$ cat src/rtl/core/lhs_pkg.sv
// Package for the latency histogram: widths, defaults and shared types.
// Depends on nothing.
package lhs_pkg;
   localparam int unsigned BucketsDefault = 32;
   localparam logic [15:0] WidthReset     = 16'd25;
   localparam logic [20:0] BoundMax       = 21'h1FFFFF;

   typedef enum logic [0:0] {
      OP_RECORD = 1'b0,
      OP_REPORT = 1'b1
   } op_type;

   // Commands from the controller to the datapath.
   typedef struct packed {
      logic load;       // capture request, launch square
      logic rec_upd;    // apply record updates to totals
      logic bkt_step;   // compare one bucket bound / update count
      logic rpt_start;  // initialise report
      logic rpt_step;   // one bucket and one divide step
      logic finish;     // load output register
   } cmd_type;

   typedef struct packed {
      logic op;
      logic bkt_last;
      logic bkt_found;
      logic div_last;
   } sts_type;
endpackage

$ cat src/rtl/core/lhs_ctrl.sv
// Controller state machine for the latency histogram.
// Depends on lhs_pkg.
module lhs_ctrl (
   input  logic             clock,
   input  logic             reset,
   input  logic             req_valid,
   output logic             req_ready,
   output logic             rsp_valid,
   input  logic             rsp_ready,
   input  lhs_pkg::sts_type sts,
   output lhs_pkg::cmd_type cmd
);
   import lhs_pkg::*;

   typedef enum logic [5:0] {
      ST_IDLE   = 6'b000001,
      ST_SQ     = 6'b000010,
      ST_BKT    = 6'b000100,
      ST_RPT    = 6'b001000,
      ST_DONE   = 6'b010000,
      ST_HOLD   = 6'b100000
   } state_type;

   state_type state_ff, state_in;
   logic      valid_ff, valid_in;

   // Output register may be full while a new request is accepted.
   assign req_ready = (state_ff == ST_IDLE);
   assign rsp_valid = valid_ff;

   always_comb begin
      state_in = state_ff;
      valid_in = valid_ff && !rsp_ready;
      cmd      = '0;
      case (state_ff)
         ST_IDLE: begin
            if (req_valid && req_ready) begin
               cmd.load = 1'b1;
               state_in = ST_SQ;
            end
         end
         ST_SQ: begin
            if (sts.op == OP_RECORD) begin
               cmd.rec_upd = 1'b1;
               state_in    = ST_BKT;
            end else begin
               cmd.rpt_start = 1'b1;
               state_in      = ST_RPT;
            end
         end
         ST_BKT: begin
            cmd.bkt_step = 1'b1;
            if (sts.bkt_found || sts.bkt_last) state_in = ST_DONE;
         end
         ST_RPT: begin
            cmd.rpt_step = 1'b1;
            if (sts.div_last) state_in = ST_DONE;
         end
         ST_DONE: begin
            if (!valid_ff || rsp_ready) begin
               cmd.finish = 1'b1;
               valid_in   = 1'b1;
               state_in   = ST_IDLE;
            end
         end
         ST_HOLD: state_in = ST_IDLE;
         default: state_in = ST_IDLE;
      endcase
   end

   always_ff @(posedge clock) begin
      if (reset) begin
         state_ff <= ST_IDLE;
         valid_ff <= 1'b0;
      end else begin
         state_ff <= state_in;
         valid_ff <= valid_in;
      end
   end
endmodule

$ cat config.mk
export PLATFORM = sky130hd
export DESIGN_NAME = lhs_ctrl
export DESIGN_NICKNAME = d
export VERILOG_FILES = /design/src/rtl/core/lhs_pkg.sv /design/src/rtl/core/lhs_ctrl.sv
export SDC_FILE = /design/constraint.sdc
export NUM_CORES = 1
export LEC_CHECK = 0
export ABC_AREA = 0
export BUFFER_PORTS_ARGS = -buffer_cell sky130_fd_sc_hd__buf_2
export CORE_AREA = 2 2 39 41
export DETAILED_ROUTE_END_ITERATION = 10
export DIE_AREA = 0 0 41 43
export PLACE_DENSITY_LB_ADDON = 0.3
export SYNTH_ARGS = -nofsm -noshare
export SYNTH_HDL_FRONTEND = slang
export SYNTH_SLANG_ARGS = --single-unit
$ cat constraint.sdc
create_clock -name clock -period 3.4 [get_ports clock]
set_input_delay 0.51 -clock clock [delete_from_list [all_inputs] [get_ports clock]]
set_output_delay 0.51 -clock clock [all_outputs]
set_load 0.02 [all_outputs]
==> results.json <==
{
  "status": "completed",
  "criticalPathCategory": "flip-flop to primary output",
  "finalCoreUtilization_pct": 35.8,
  "peakVddDrop_mv": 0.229,
  "final_antenna_net_count": 0,
  "critPathArrivalTime_ps": 1370,
  "wl_per_cell_um": 10.8,
  "io_buffers": 15,
  "antennaDiodeCount": 0,
  "num_rows": 14,
  "track_usage_pct": 12.2,
  "crit_fanout": 5,
  "maxSlewViolCount": 0,
  "synth_seq_cells": 6,
  "overflow": 0,
  "grt_pass1_vias": 328,
  "synth-seq-area-share_pct": 30.2,
  "min_period_ps": 1880,
  "cp-start-kind": "flip-flop",
  "htree_levels": 1,
  "grt_pass1_wl_um": 1380,
  "fp.dieW_um": 41,
  "hold_viol": 0,
  "vias_per_cell": 5.05,
  "synth_top_flop_cell": "dfxtp_1",
  "drc": 0,
  "setup_viol": 0,
  "yosysMostFrequentCell": "dfxtp_1",
  "die_area_um2": 1760,
  "synthTopCellsByCount": "dfxtp_1, nor2_1, inv_1",
  "fin_nets": 70,
  "slowest_stage": "dfxtp_1",
  "rr_worst_depth": 4,
  "fmax_ghz": 0.533,
  "synth.area.top_cells": "dfxtp_1, nor3_2, and3b_1",
  "seqPwrFrac_pct": 36.7,
  "power_density_nw_per_um2": 552,
  "p_leak_nw": 0.233,
  "holdBufCountCts": 0,
  "drt_pass1_iterations": 4,
  "end_kind": "primary output",
  "root_buffer": "clkbuf_4",
  "synth_area_um2": 398,
  "max_slew_margin_pct": 78.3,
  "p_switching_w": 0.000103,
  "tightest_slew_ps": 326,
  "finClkSkew_ps": 6.33,
  "synth_fp_nets": 53,
  "drive_gt1_share_pct": 38.3,
  "synth-edff-count": 0,
  "drv_cap": 0,
  "fin_crit_sh_pct": 55.2,
  "grt_max_degree": 11,
  "cts_made_buffers": 3,
  "critPathMaxStageDelay_ps": 360,
  "initialDrtViolationCount": 6,
  "yosysUniqueCellTypes": 29,
  "finalPower_w": 0.000273,
  "min_path_type": "input port to flip-flop",
  "dieHeight_um": 43,
  "post_cts_buffers": 0,
  "dpl_cell_area_um2": 473,
  "start_util_pct": 28.8,
  "grt_setup_unrepaired": "no",
  "setup_tns_ps": 0,
  "place_hpwl_um": 664,
  "antenna_found_initial": 0,
  "syn_inst": 45,
  "cts_buffer_depth": 2,
  "num_io_pins": 16,
  "syn_area_per_cell_um2": 8.84,
  "power_frac_clock_pct": 23.1,
  "synthArstFlopShare_pct": 0,
  "crit_chain": "nor3_2 -> nand3b_2 -> inv_1 -> and2_1 -> buf_2",
  "required_ps": 2890,
  "ys.warnings.count": 0,
  "clk_latency_ps": 240,
  "fin_hold_ws_ps": 501,
  "synth_top_area_share_pct": 30.2,
  "final_design_area_no_fill_um2": 495,
  "num_vias": 384,
  "path_clk_slew_ps": 50,
  "p_comb_share_pct": 40.3,
  "intPower_w": 0.000170,
  "min_path_cells": 2,
  "cts_tree": "built",
  "gp_congestion": 0.710,
  "num-fill-cells": 141,
  "synth_top_area_cell": "dfxtp_1",
  "post_cts_resized": 0,
  "fp.coreArea_um2": 1380,
  "drt_wl_total_um": 822,
  "area_growth_pct": 24.5,
  "switching_share_pct": 37.9,
  "clock_sinks": 6
}
-- flip-flops by register name, indices dropped and copies added, names as in the netlist --
name / count
rsp_valid: 1
state_ff: 5
-- power groups by stage --
stage / sequential [W] / clock [W] / combinational [W]
after detailed placement: 0.000101 / 0 / 0.000111
final: 0.000100 / 0.0000631 / 0.000110
after floorplan: 0.0000955 / 0 / 0.0000870
after CTS: 0.0000999 / 0.0000659 / 0.000111
after global placement: 0.000101 / 0 / 0.000110
after global routing: 0.000102 / 0.0000722 / 0.000121
-- layout by cell type, fill, tap and decap left out, drive strengths merged --
| cell type | n |
|---|---|
| a21oi | 1 |
| a22o | 1 |
| and2 | 2 |
| and3b | 2 |
| buf | 15 |
| clkbuf | 3 |
| dfxtp | 6 |
| inv | 3 |
| nand2 | 1 |
| nand2b | 1 |
| nand3 | 1 |
| nand3b | 2 |
| nand4b | 1 |
| nor2 | 4 |
| nor2b | 3 |
| nor3 | 3 |
| nor4b | 1 |
| nor4bb | 1 |
| o211ai | 1 |
| o21a | 1 |
| o21ai | 2 |
| o221ai | 2 |
| o32ai | 1 |
| xor2 | 2 |
-- final timing paths --
check | from | slack (ps) | end
max | state_ff[3]$_SDFFE_PP0P_ | 1520 | cmd[5]
min | reset | 500 | rsp_valid$_SDFF_PP0_
max reg2reg | state_ff[3]$_SDFFE_PP0P_ | 2030 | state_ff[0]$_SDFFE_PP1P_
min reg2reg | rsp_valid$_SDFF_PP0_ | 540 | rsp_valid$_SDFF_PP0_
-- worst max-delay path: cells and delay by family, from the launching register on --
family	cells	cell delay (ps)
buffers and inverters	2	240
flip-flops	1	360
AND/OR/NAND/NOR	3	520
-- metrics by stage --
step                cells  setup slack, ps
floorplan              45             1760
global placement       73             1790
detailed placement     73             1780
CTS                    76             1520
global route           76             1450
finish                 76             1520
-- logic make-up after synthesis --
logic type / after synthesis / synth area share [%]
flip-flops: 6 / 30.2
AND/OR/NAND/NOR: 22 / 39.6
XOR/XNOR: 2 / 4.40
buffers and inverters: 6 / 7.86
AO/OA/AOI/OAI: 9 / 17.9
-- routing by layer --
layer	vias up	track usage, %	share of wire [%]
met2	12	18.1	49
met4	0	4.00	0
met5	-	0	0
met3	0	7.85	8.4
li1	192	-	-
met1	180	13.7	43
-- cell type report --
type	instances	area, µm²	area share [%]
multi-input cells	33	246	49.7
flip-flops and latches	6	120	24.2
repair buffers	15	75.1	15.2
clock buffers	3	22.5	4.55
well taps	16	20.0	4.04
inverters	3	11.3	2.27
Note: power is estimated with default switching activity, not from simulation.
